==> src/design/pse_pkg.sv <==
// ----------------------------------------------------------------------------
// pse_pkg
// Shared widths, codes and types of the pairwise spin energy block.
// ----------------------------------------------------------------------------
package pse_pkg;

  // Site count default and register reset value
  localparam int unsigned MaxSitesDefault = 64;
  localparam int unsigned CfgW            = 7;
  localparam logic [CfgW-1:0] ActiveSitesReset = 7'd64;

  // Fixed payload widths
  localparam int unsigned IdxW    = 11;
  localparam int unsigned ValW    = 32;
  localparam int unsigned SpinW   = 64;
  localparam int unsigned SiteW   = 6;
  localparam int unsigned EnergyW = 48;

  // Configuration port
  localparam int unsigned PAddrW = 3;
  localparam int unsigned PDataW = 32;
  localparam logic        REG_ACTIVE_SITES = 1'b0;

  // Command queue depth between front and back
  localparam int unsigned QueueDepth = 2;

  typedef enum logic [1:0] {
    OP_LOAD_FIELD = 2'd0,
    OP_LOAD_PAIR  = 2'd1,
    OP_TOTAL      = 2'd2,
    OP_DELTA      = 2'd3
  } opcode_e;

  typedef enum logic [2:0] {
    CMD_LOAD_FIELD,
    CMD_LOAD_PAIR,
    CMD_TOTAL,
    CMD_DELTA,
    CMD_DELTA_NULL
  } cmd_kind_e;

  typedef struct packed {
    cmd_kind_e         kind;
    logic [IdxW-1:0]   idx;
    logic [ValW-1:0]   value;
    logic [SpinW-1:0]  spins;
    logic [SiteW-1:0]  site;
    logic              up;
  } cmd_t;

  typedef struct packed {
    logic empty;
    logic full;
  } queue_status_t;

  typedef enum logic [2:0] {
    ST_IDLE,
    ST_FIELD,
    ST_PAIR,
    ST_DFLD,
    ST_DWALK,
    ST_DONE
  } back_state_e;

endpackage

==> src/design/pse_queue.sv <==
// ----------------------------------------------------------------------------
// pse_queue
// Short command queue between the front and the back.
// ----------------------------------------------------------------------------
module pse_queue #(
  parameter int unsigned Depth = pse_pkg::QueueDepth
) (
  input  logic                   clk_i,
  input  logic                   rst_ni,
  input  logic                   push_i,
  input  pse_pkg::cmd_t          push_data_i,
  input  logic                   pop_i,
  output pse_pkg::cmd_t          head_o,
  output pse_pkg::queue_status_t status_o
);

  localparam int unsigned PtrW = (Depth > 1) ? $clog2(Depth) : 1;
  localparam int unsigned CntW = $clog2(Depth + 1);

  pse_pkg::cmd_t       entry_q [Depth];
  logic [PtrW-1:0]     wr_ptr_q, wr_ptr_d;
  logic [PtrW-1:0]     rd_ptr_q, rd_ptr_d;
  logic [CntW-1:0]     count_q, count_d;

  assign status_o.empty = (count_q == '0);
  assign status_o.full  = (count_q == CntW'(Depth));
  assign head_o         = entry_q[rd_ptr_q];

  // Advance pointers and count
  always_comb begin
    wr_ptr_d = wr_ptr_q;
    rd_ptr_d = rd_ptr_q;
    count_d  = count_q;
    if (push_i) begin
      wr_ptr_d = (wr_ptr_q == PtrW'(Depth - 1)) ? '0 : wr_ptr_q + PtrW'(1);
    end
    if (pop_i) begin
      rd_ptr_d = (rd_ptr_q == PtrW'(Depth - 1)) ? '0 : rd_ptr_q + PtrW'(1);
    end
    if (push_i && !pop_i) begin
      count_d = count_q + CntW'(1);
    end else if (pop_i && !push_i) begin
      count_d = count_q - CntW'(1);
    end
  end

  always_ff @(posedge clk_i or negedge rst_ni) begin
    if (!rst_ni) begin
      wr_ptr_q <= '0;
      rd_ptr_q <= '0;
      count_q  <= '0;
    end else begin
      wr_ptr_q <= wr_ptr_d;
      rd_ptr_q <= rd_ptr_d;
      count_q  <= count_d;
    end
  end

  // Store the pushed command
  always_ff @(posedge clk_i) begin
    if (push_i) begin
      entry_q[wr_ptr_q] <= push_data_i;
    end
  end

  a_no_overfill: assert property (@(posedge clk_i) disable iff (!rst_ni)
    count_q <= CntW'(Depth))
    else $error("queue count beyond depth");

  a_pop_not_empty: assert property (@(posedge clk_i) disable iff (!rst_ni)
    pop_i |-> !status_o.empty)
    else $error("pop from empty queue");

  a_push_not_full: assert property (@(posedge clk_i) disable iff (!rst_ni)
    push_i |-> !status_o.full)
    else $error("push into full queue");

endmodule

==> config.mk <==
export PLATFORM = sky130hd
export DESIGN_NAME = pse_queue
export DESIGN_NICKNAME = d
export VERILOG_FILES = /design/src/design/pse_pkg.sv /design/src/design/pse_queue.sv
export SDC_FILE = /design/constraint.sdc
export NUM_CORES = 1
export LEC_CHECK = 0
export BUFFER_PORTS_ARGS = -buffer_cell sky130_fd_sc_hd__buf_2
export CAP_MARGIN = 5
export CELL_PAD_IN_SITES_DETAIL_PLACEMENT = 1
export CELL_PAD_IN_SITES_GLOBAL_PLACEMENT = 2
export CORE_UTILIZATION = 34
export CTS_CLUSTER_DIAMETER = 30
export DETAILED_ROUTE_END_ITERATION = 10
export PLACE_DENSITY = 0.84
export RECOVER_POWER = 25
export SLEW_MARGIN = 20
export SYNTH_ARGS = -nofsm -noshare
export SYNTH_HDL_FRONTEND = slang
export SYNTH_SLANG_ARGS = --single-unit
==> constraint.sdc <==
create_clock -name clk_i -period 6.12 [get_ports clk_i]
set_clock_uncertainty 0.1 [all_clocks]
set_input_delay 0.918 -clock clk_i [delete_from_list [all_inputs] [get_ports clk_i]]
set_output_delay 0.918 -clock clk_i [all_outputs]
set_load 0.1 [all_outputs]
==> run metrics <==
Clk pin slew, worst setup/hold paths around 0.040 ns; Worst setup EP type primary output; Antenna Nets Post-Route 0; FFs w/ async S/R, synth 0.0168; PnR worst setup slack between 2 and 2.5 ns; Routed WL approximately 19,000 um; Seq/Total Area, Yosys 0.820; Max Used Layer met4; crit-path max FO 61; largest net degree at the start of global routing just over 60; Non-Filler Instances 1,042; routed via count 4,625; CTS root buf clkbuf_16; GRT overflow 0; most common cell in the netlist edfxtp_1; synth warn 0; Final Net Count about 800; simple-gate share of the synthesized area 0.00302; Required @ worst endpoint 5.10 ns; initial antenna violation count 0; first-pass GRT wire length 28,300 um; Via density ~4.4; first drt pass iteration count 4; WL met2 between 9000 and 10,000 um; placer's final routability congestion estimate between 0.7 and 0.8; Synth Area in Compound Gates 0; Initial Utilization 0.346; max-cap violation count 0; met3 WL 1490 um; worst r2r src wr_ptr_q; post-DP HPWL 11,900 um; Synth top cells by count edfxtp_1, mux2_2, mux2_4; CTS Buffer Depth 3; xor/xnor share of the synthesized area 0.00504; mux cell area share after synthesis 0.160; final hold slack 0.120 ns; max-slew violation total from the final report 0; DRC viols 0; CTS Sinks 238; minimum clock period between 3 and 4 ns; Metal-1 WL around 7100 um; status finished, final reports clean; worst hold path class input port to asynchronous set/reset pin; cts bufs inserted 55; Post-Place Setup Slack approximately 3 ns; row count 58; register bit total from synthesis approximately 240; H-tree levels 2; Setup Buffers After CTS 0; post-cts sizing count 0; vias in the first global route between 5,000 and 6,000; DP Cell Count 940; setup violators final 0; syn_nets between 500 and 600; core box area approximately 25,000 um^2; Post-synth EDFFs around 230; CP arrival 2.65 ns; io pins 240; Synth area leader edfxtp_1; Tcrit/Tclk final 0.599; Setup CP Type register to primary output; Rel. slew slack 0.429; routed len/inst 17.9 um; adder-cell share of the synthesized area 0.00144; r2r endpoint entry_q[1][69]; cells after synthesis 380; Area Growth Syn to Fin 38.0%; CTS tree done; Fin. Hold Viols 0; fmax ~270 MHz; RSZ-0062 raised after global routing no; cts-stage hold buffer count 0; I/O Buffers 239; Post-Syn Area per Cell ~23 um^2; Setup crit start kind register; Reg2Reg Setup Slack 3.68 ns; synthesized area 8700 um^2; post-synth cell types 13; Initial DRC Count 195; die outline area 26,200 um^2; largest cells by area after synthesis edfxtp_1, mux2_2, mux2_4; ys flop type edfxtp_1; worst skew pair latency 0.52 ns; Synth top area share 0.808; height of the chip 162 um; die span in x 162 um; slew at the pin closest to its max-slew limit between 0.8 and 0.9 ns; setup_tns 0 ns; reg2reg path depth 2; largest family of logic cells by synthesized area multiplexers; GRT Overall Usage 0.140; fillers 2,433; layout cell share with drive strength beyond 1 0.576; n_diodes 0
[area by class of cell]
type | instances | area [um^2] | area share
flip-flops and latches | 238 | 7130 | 0.594
multi-input cells | 128 | 1490 | 0.124
clock buffers | 60 | 1400 | 0.116
repair buffers | 243 | 1190 | 0.0990
well taps | 330 | 413 | 0.0344
clock inverters | 42 | 387 | 0.0322
inverters | 1 | 3.75 | 0.000313
[stage by stage]
step           cell area (um^2)   util
2_1_floorplan              8700      -
3_3_place_gp              10300  0.409
3_5_place_dp              10300  0.409
4_1_cts                   12100  0.480
5_1_grt                   12000  0.478
6_report                  12000  0.478
[metal layers]
| layer | vias up | track usage |
|---|---|---|
| li1 | 2115 | - |
| met1 | 2277 | 0.154 |
| met2 | 194 | 0.250 |
| met3 | 39 | 0.0465 |
| met4 | 0 | 0.0545 |
| met5 | - | 0 |
[worst max path at each step]
stage,to,startpoint
4_1_cts,head_o[44],rd_ptr_q
3_5_place_dp,head_o[44],rd_ptr_q
3_3_place_gp,head_o[34],rd_ptr_q
2_1_floorplan,entry_q[0][0],push_i
6_report,head_o[3],rd_ptr_q
5_1_grt,head_o[3],rd_ptr_q
[sequential cells by signal, summed over array words and instances, names as in the netlist]
| name | count |
|---|---|
| count_q | 2 |
| wr_ptr_q | 1 |
| rd_ptr_q | 1 |
| entry_q | 234 |
[worst max-delay path, stage by stage, from the launching register on]
cell and delay, ns:
dfrtp_4 0.97, buf_12 0.41, mux2_2 0.39, buf_2 0.29
[logic make-up (layout without fill, tap and decap cells)]
logic type,Yosys count,after routing
DFF,238,238
muxes,117,117
buffers and inverters,14,346
xor gates and xnor gates,5,5
and+or+nand+nor,5,5
adders and majority gates,1,1
[placed cells by master, fill, tap and decap left out]
master	count
mux2_2	97
edfxtp_1	234
inv_6	9
bufinv_16	5
clkinv_1	10
ha_1	1
dfrtp_4	1
clkinvlp_4	9
mux2_4	20
xnor2_1	1
buf_12	1
nor2_1	2
and2_4	1
nor2b_4	1
clkbuf_16	55
inv_1	1
dfrtp_1	3
buf_4	3
xor2_1	4
buf_2	199
nor2b_1	1
clkinv_4	2
clkinv_2	7
clkbuf_1	45
Power is not shown: default switching activity piles up to over one toggle a cycle in this logic, so the estimate is an artifact.
