### config.mk
export PLATFORM = sky130hd
export DESIGN_NAME = pse_front
export DESIGN_NICKNAME = d
export VERILOG_FILES = /design/src/design/pse_pkg.sv /design/src/design/pse_front.sv
export SDC_FILE = /design/constraint.sdc
export NUM_CORES = 1
export LEC_CHECK = 0
export BUFFER_PORTS_ARGS = -buffer_cell sky130_fd_sc_hd__buf_4
export CORE_AREA = 2 2 95 97
export DETAILED_ROUTE_END_ITERATION = 12
export DIE_AREA = 0 0 97 99
export PLACE_DENSITY_LB_ADDON = 0.15
export SETUP_SLACK_MARGIN = 0.15
export SYNTH_ARGS = -nofsm -noshare
export SYNTH_HDL_FRONTEND = slang
export SYNTH_SLANG_ARGS = --single-unit
### constraint.sdc
create_clock -name vclk -period 1.18
set_clock_uncertainty 0.1 [all_clocks]
set_input_delay 0.177 -clock vclk [all_inputs]
set_output_delay 0.177 -clock vclk [all_outputs]
set_load 0.02 [all_outputs]
### src/design/pse_pkg.sv
// ----------------------------------------------------------------------------
// pse_pkg
// Shared widths, codes and types of the pairwise spin energy block.
// ----------------------------------------------------------------------------
package pse_pkg;

  // Site count default and register reset value
  localparam int unsigned MaxSitesDefault = 64;
  localparam int unsigned CfgW            = 7;
  localparam logic [CfgW-1:0] ActiveSitesReset = 7'd64;

  // Fixed payload widths
  localparam int unsigned IdxW    = 11;
  localparam int unsigned ValW    = 32;
  localparam int unsigned SpinW   = 64;
  localparam int unsigned SiteW   = 6;
  localparam int unsigned EnergyW = 48;

  // Configuration port
  localparam int unsigned PAddrW = 3;
  localparam int unsigned PDataW = 32;
  localparam logic        REG_ACTIVE_SITES = 1'b0;

  // Command queue depth between front and back
  localparam int unsigned QueueDepth = 2;

  typedef enum logic [1:0] {
    OP_LOAD_FIELD = 2'd0,
    OP_LOAD_PAIR  = 2'd1,
    OP_TOTAL      = 2'd2,
    OP_DELTA      = 2'd3
  } opcode_e;

  typedef enum logic [2:0] {
    CMD_LOAD_FIELD,
    CMD_LOAD_PAIR,
    CMD_TOTAL,
    CMD_DELTA,
    CMD_DELTA_NULL
  } cmd_kind_e;

  typedef struct packed {
    cmd_kind_e         kind;
    logic [IdxW-1:0]   idx;
    logic [ValW-1:0]   value;
    logic [SpinW-1:0]  spins;
    logic [SiteW-1:0]  site;
    logic              up;
  } cmd_t;

  typedef struct packed {
    logic empty;
    logic full;
  } queue_status_t;

  typedef enum logic [2:0] {
    ST_IDLE,
    ST_FIELD,
    ST_PAIR,
    ST_DFLD,
    ST_DWALK,
    ST_DONE
  } back_state_e;

endpackage

### src/design/pse_front.sv
// ----------------------------------------------------------------------------
// pse_front
// Accepts input items, sorts them into commands and drops loads that fall
// outside the tables.
// ----------------------------------------------------------------------------
module pse_front #(
  parameter int unsigned MaxSites = pse_pkg::MaxSitesDefault,
  localparam int unsigned CntW     = $clog2(MaxSites + 1)
) (
  input  logic                          start,
  output logic                          busy,
  input  logic [1:0]                    opcode_i,
  input  logic [pse_pkg::IdxW-1:0]      table_index_i,
  input  logic [pse_pkg::ValW-1:0]      table_value_i,
  input  logic [pse_pkg::SpinW-1:0]     spins_i,
  input  logic [pse_pkg::SiteW-1:0]     flip_site_i,
  input  logic                          new_value_i,
  input  logic [CntW-1:0]               n_sites_i,
  input  pse_pkg::queue_status_t        q_status_i,
  output logic                          push_o,
  output pse_pkg::cmd_t                 push_data_o
);

  localparam int unsigned PairDepth = MaxSites * (MaxSites - 1) / 2;

  logic accept;
  logic keep;

  // Hold off new items while the queue is full
  assign busy   = q_status_i.full;
  assign accept = start && !q_status_i.full;

  // Classify the item
  always_comb begin
    keep                    = 1'b1;
    push_data_o.kind        = pse_pkg::CMD_TOTAL;
    push_data_o.idx         = table_index_i;
    push_data_o.value       = table_value_i;
    push_data_o.spins       = spins_i;
    push_data_o.site        = flip_site_i;
    push_data_o.up          = new_value_i;
    unique case (pse_pkg::opcode_e'(opcode_i))
      pse_pkg::OP_LOAD_FIELD: begin
        push_data_o.kind = pse_pkg::CMD_LOAD_FIELD;
        keep             = (32'(table_index_i) < 32'(MaxSites));
      end
      pse_pkg::OP_LOAD_PAIR: begin
        push_data_o.kind = pse_pkg::CMD_LOAD_PAIR;
        keep             = (32'(table_index_i) < 32'(PairDepth));
      end
      pse_pkg::OP_TOTAL: begin
        push_data_o.kind = pse_pkg::CMD_TOTAL;
      end
      pse_pkg::OP_DELTA: begin
        // A site beyond the active count gives a zero change
        if (32'(flip_site_i) >= 32'(n_sites_i)) begin
          push_data_o.kind = pse_pkg::CMD_DELTA_NULL;
        end else begin
          push_data_o.kind = pse_pkg::CMD_DELTA;
        end
      end
      default: begin
        keep = 1'b0;
      end
    endcase
  end

  assign push_o = accept && keep;

endmodule

==> results of run 1 <==
final timing paths:
path                              end  slack, ps
worst max-delay path           push_o       -340
worst min-delay path  push_data_o[26]        250
cells in the final DEF, fill, tap and decap left out, drive strengths merged:
cell	count
a21oi	5
o22ai	1
nand3	1
buf	44
o21ai	1
nor3	1
nand4	1
nand2	2
and4b	1
nor2b	1
nor2	1
nand2b	1
inv	8
o21a	2
ha	6
or4	1
metal layers:
| layer | GRT usage | part of all wire |
|---|---|---|
| met1 | 0.0387 | 0.24 |
| met2 | 0.0823 | 0.49 |
| met3 | 0.0362 | 0.20 |
| met4 | 0.0379 | 0.071 |
| met5 | 0 | 0 |
metrics by stage:
stage | power (W) | hold slack [ps] | instance area (µm²)
after floorplan | 0.000656 | 367 | 1180
after global placement | 0.000272 | 254 | 782
after detailed placement | 0.000272 | 254 | 782
after CTS | 0.000303 | 254 | 855
after global routing | 0.000334 | 254 | 877
final | 0.000306 | 254 | 877
cell families after synthesis:
logic type,Yosys count,synth area share
compound gates,9,0.0476
buf+inv,123,0.829
simple gates,10,0.0534
fa+ha+maj,6,0.0697
power by group through the flow:
| stage | registers (W) | clock network [W] | logic, W |
|---|---|---|---|
| 6_report | 0 | 0 | 0.000306 |
| 5_1_grt | 0 | 0 | 0.000334 |
| 4_1_cts | 0 | 0 | 0.000303 |
| 3_3_place_gp | 0 | 0 | 0.000272 |
| 3_5_place_dp | 0 | 0 | 0.000272 |
| 2_1_floorplan | 0 | 0 | 0.000656 |
area by class of cell:
class,instances,area (µm²),area share
repair buffers,44,375,0.428
multi-input cells,25,317,0.361
well taps,108,135,0.154
inverters,8,50.0,0.0571
what timing repair did:
action | 4_1_cts | 5_1_grt
gates cloned | 0 | 0
setup endpoints to repair | 4 | 4
resized for setup | 19 | 4
pin swaps | 12 | 9
==> flow_summary.ini, run 1 <==
[clock_tree]
cts-hold-fix-buffers = 0
cts_post_setup_buffers_inserted = 0

[critical_path]
worst_ep_required_time_ps = 900
crit_start = table_index_i[8]
path_buf_inv = 2
cp-start-kind = primary input
cp_common_cell = buf_6
worstPathArrival_ps = 1240
path_class = primary input to output port
crit_chain = buf_6 > or4_4 > nor2_4 > o22ai_2 > a21oi_2 > buf_6
critPathMaxStageDelay_ps = 540
crit_family = simple AND/OR/NAND/NOR gates
path_depth = 6
crit_path_end_kind = output port
cp_max_fo = 2
cp_slowest_cell = or4_4

[placement]
gp_congestion = 0.738
dpl_worst_slack_ps = -424
place_inst = 185
place.port_buffers = 40
hpwl_mm = 2.47

[min_path]
min-delay-start = spins_i[19]
whs_path_depth = 0
hold_path.class = primary input to output port

[sta]
post-route-period-util = 1.29
report.final.slew_viol_count = 0
fmax_mhz = 659
finalHoldViolCount = 0
worst_pin_slew_ps = 176
rsz0062_at_grt = true
fin_tns_setup_ps = -1190
fin_crit_ps = 1520
slew_headroom = 0.883
setup_ws_ps = -338
setup_violations = 4

[power]
comb_power_share = 1.000
switching_share = 0.451
p_clk_frac = 0
p_seq_frac = 0
leakage_nw = 0.360
vdd_ir_drop_max_uv = 55.3
internal-power_w = 0.000168
power.density_nw_per_um2 = 349
switching_power_w = 0.000138

[logic_synthesis]
syn_inst = 148
yosysTopAreaCell = buf_4
yosysMostFrequentCell = buf_4
seq_area_frac_synth = 0
synth.area.top_cells = buf_4, ha_1, inv_1, a21oi_1, o21a_1
syn_area_um2 = 1080
synthTopCellsByCount = buf_4, inv_1, ha_1
synth_top_area_frac = 0.801
yosysWarnings = 0
syn-num-nets = 280
synth_cell_types = 16
avgSynthCellArea_um2 = 7.28

[grt]
grt_max_degree = 4
grt_first_pass_wirelength_mm = 3.63
grt_pass1_vias = 520
grt.overflow.total = 0
antenna_found_initial = 0
gr-usage-all-layers = 0.0490

[detailed_routing]
first_pass_iters = 2
ant_nets = 0
vias_per_cell = 2.85
vias = 528
drc = 0
routed_wl_mm = 2.66
drt_first_iter_violations = 2
avgRoutedWirePerCell_um = 14.4

[layout]
nFlopsAndLatches = 0
diodes = 0
nNetsFinal = 211
utilization = 0.103
clockBufferCount = 0
fillers = 989
register_area_um2 = 0
drive_gt1_frac = 0.896
areaGrowthSynthToFinish_pct = -18.6
fin_cells = 185

[floorplanning]
core_um2 = 8550
die_h_um = 99
die-area_um2 = 9600
initial_core_util = 0.126
rows = 34
die_x_um = 97
ios = 245

[outcome]
violations = setup timing
status = finished with violations

[run]
drv_cap = 0
(Power assumes the default switching activity.)
==> run 2, diff against run 1 <==
==> constraint.sdc (replaced) <==
create_clock -name vclk -period 1.31
set_clock_uncertainty 0.1 [all_clocks]
set_input_delay 0.1965 -clock vclk [all_inputs]
set_output_delay 0.1965 -clock vclk [all_outputs]
set_load 0.02 [all_outputs]
==> flow_summary.ini, run 2 (synthesis gave the netlist of run 1 again) <==
[detailed_routing]
drt_first_iter_violations = 3
ant_nets = 0
routed_wl_mm = 2.66
vias = 532
first_pass_iters = 4
vias_per_cell = 2.88
avgRoutedWirePerCell_um = 14.4
drc = 0

[critical_path]
crit_chain = buf_6 > or4_4 > nor2_4 > o22ai_2 > a21oi_2 > buf_6
cp_slowest_cell = or4_4
cp_max_fo = 2
path_buf_inv = 2
crit_path_end_kind = output port
path_class = primary input to output port
cp-start-kind = primary input
cp_common_cell = buf_6
critPathMaxStageDelay_ps = 540
worstPathArrival_ps = 1250
worst_ep_required_time_ps = 1010
crit_family = simple AND/OR/NAND/NOR gates

[layout]
multi_input_area_um2 = 317
finish.instance_area_um2 = 883
areaGrowthSynthToFinish_pct = -18.0
drive_gt1_frac = 0.896
final_common_cell = buf_4
final_cell_mix = buf_4, buf_6, ha_4, a21oi_2, inv_4
diodes = 0
nNetsFinal = 211
register_area_um2 = 0
fillers = 985
clockBufferCount = 0
nFlopsAndLatches = 0

[sta]
slew_headroom = 0.869
finalHoldViolCount = 0
hold_ws_ps = 293
setup_violations = 4
fin_crit_ps = 1550
post-route-period-util = 1.18
fmax_mhz = 646
rsz0062_at_grt = true
report.final.slew_viol_count = 0
worst_pin_slew_ps = 196
setup_ws_ps = -238

[grt]
grt.overflow.total = 0
grt_pass1_vias = 532
grt_max_degree = 4
grt_first_pass_wirelength_mm = 3.65
antenna_found_initial = 0
gr-usage-all-layers = 0.0492

[floorplanning]
die_x_um = 97
core_um2 = 8550
rows = 34
die-area_um2 = 9600
die_h_um = 99
initial_core_util = 0.126
ios = 245

[placement]
hpwl_mm = 2.46
dpl-instance-area_um2 = 782
place.port_buffers = 40
dpl_worst_slack_ps = -331
gp_congestion = 0.738

[power]
vdd_ir_drop_max_uv = 42.9
power.density_nw_per_um2 = 315
leakage_nw = 0.362

[min_path]
hold_path.class = primary input to output port

[outcome]
status = finished with violations
violations = setup timing

[run]
drv_cap = 0
run 2: cell count changes in the layout (fill, tap and decap cells not counted):
cell and change:
buf_6 -1, buf_8 +1, inv_2 -1, inv_4 +1
run 2: worst paths after layout:
| path | slack, ps | cells after the start | startpoint | to |
|---|---|---|---|---|
| worst max-delay path | -240 | 6 | table_index_i[8] | push_o |
| worst min-delay path | 290 | 0 | spins_i[19] | push_data_o[26] |
run 2: final cells by class:
type	count	share of cell area
Inverter	8	0.0595
Timing Repair Buffer	44	0.429
Multi-Input combinational cell	25	0.358
Tap cell	108	0.153
run 2: report_power, final:
part	internal [W]	switching (W)	total [W]
logic	0.000153	0.000125	0.000278
clock network	0	0	0
registers	0	0	0
run 2: per-layer routing:
layer | GRT usage | wire, µm
met4 | 0.0379 | 190
met1 | 0.0382 | 636
met2 | 0.0828 | 1300
met3 | 0.0369 | 530
met5 | 0 | 0
run 2: timing repair:
action | CTS | global route
endpoints found under the hold margin | 0 | 0
hold buffers | 0 | 0
setup endpoints to repair | 4 | 4
resized for setup | 20 | 5
pin swaps | 12 | 7
setup buffers | 0 | 0
run 2: metrics by stage:
step	TNS (ps)	util	cells	power (W)
after global routing	-1060	0.103	185	0.000303
after CTS	-920	0.100	185	0.000274
after global placement	-1170	0.0915	185	0.000245
final	-848	0.103	185	0.000278
after detailed placement	-1210	0.0915	185	0.000245
after floorplan	-147	-	148	0.000591
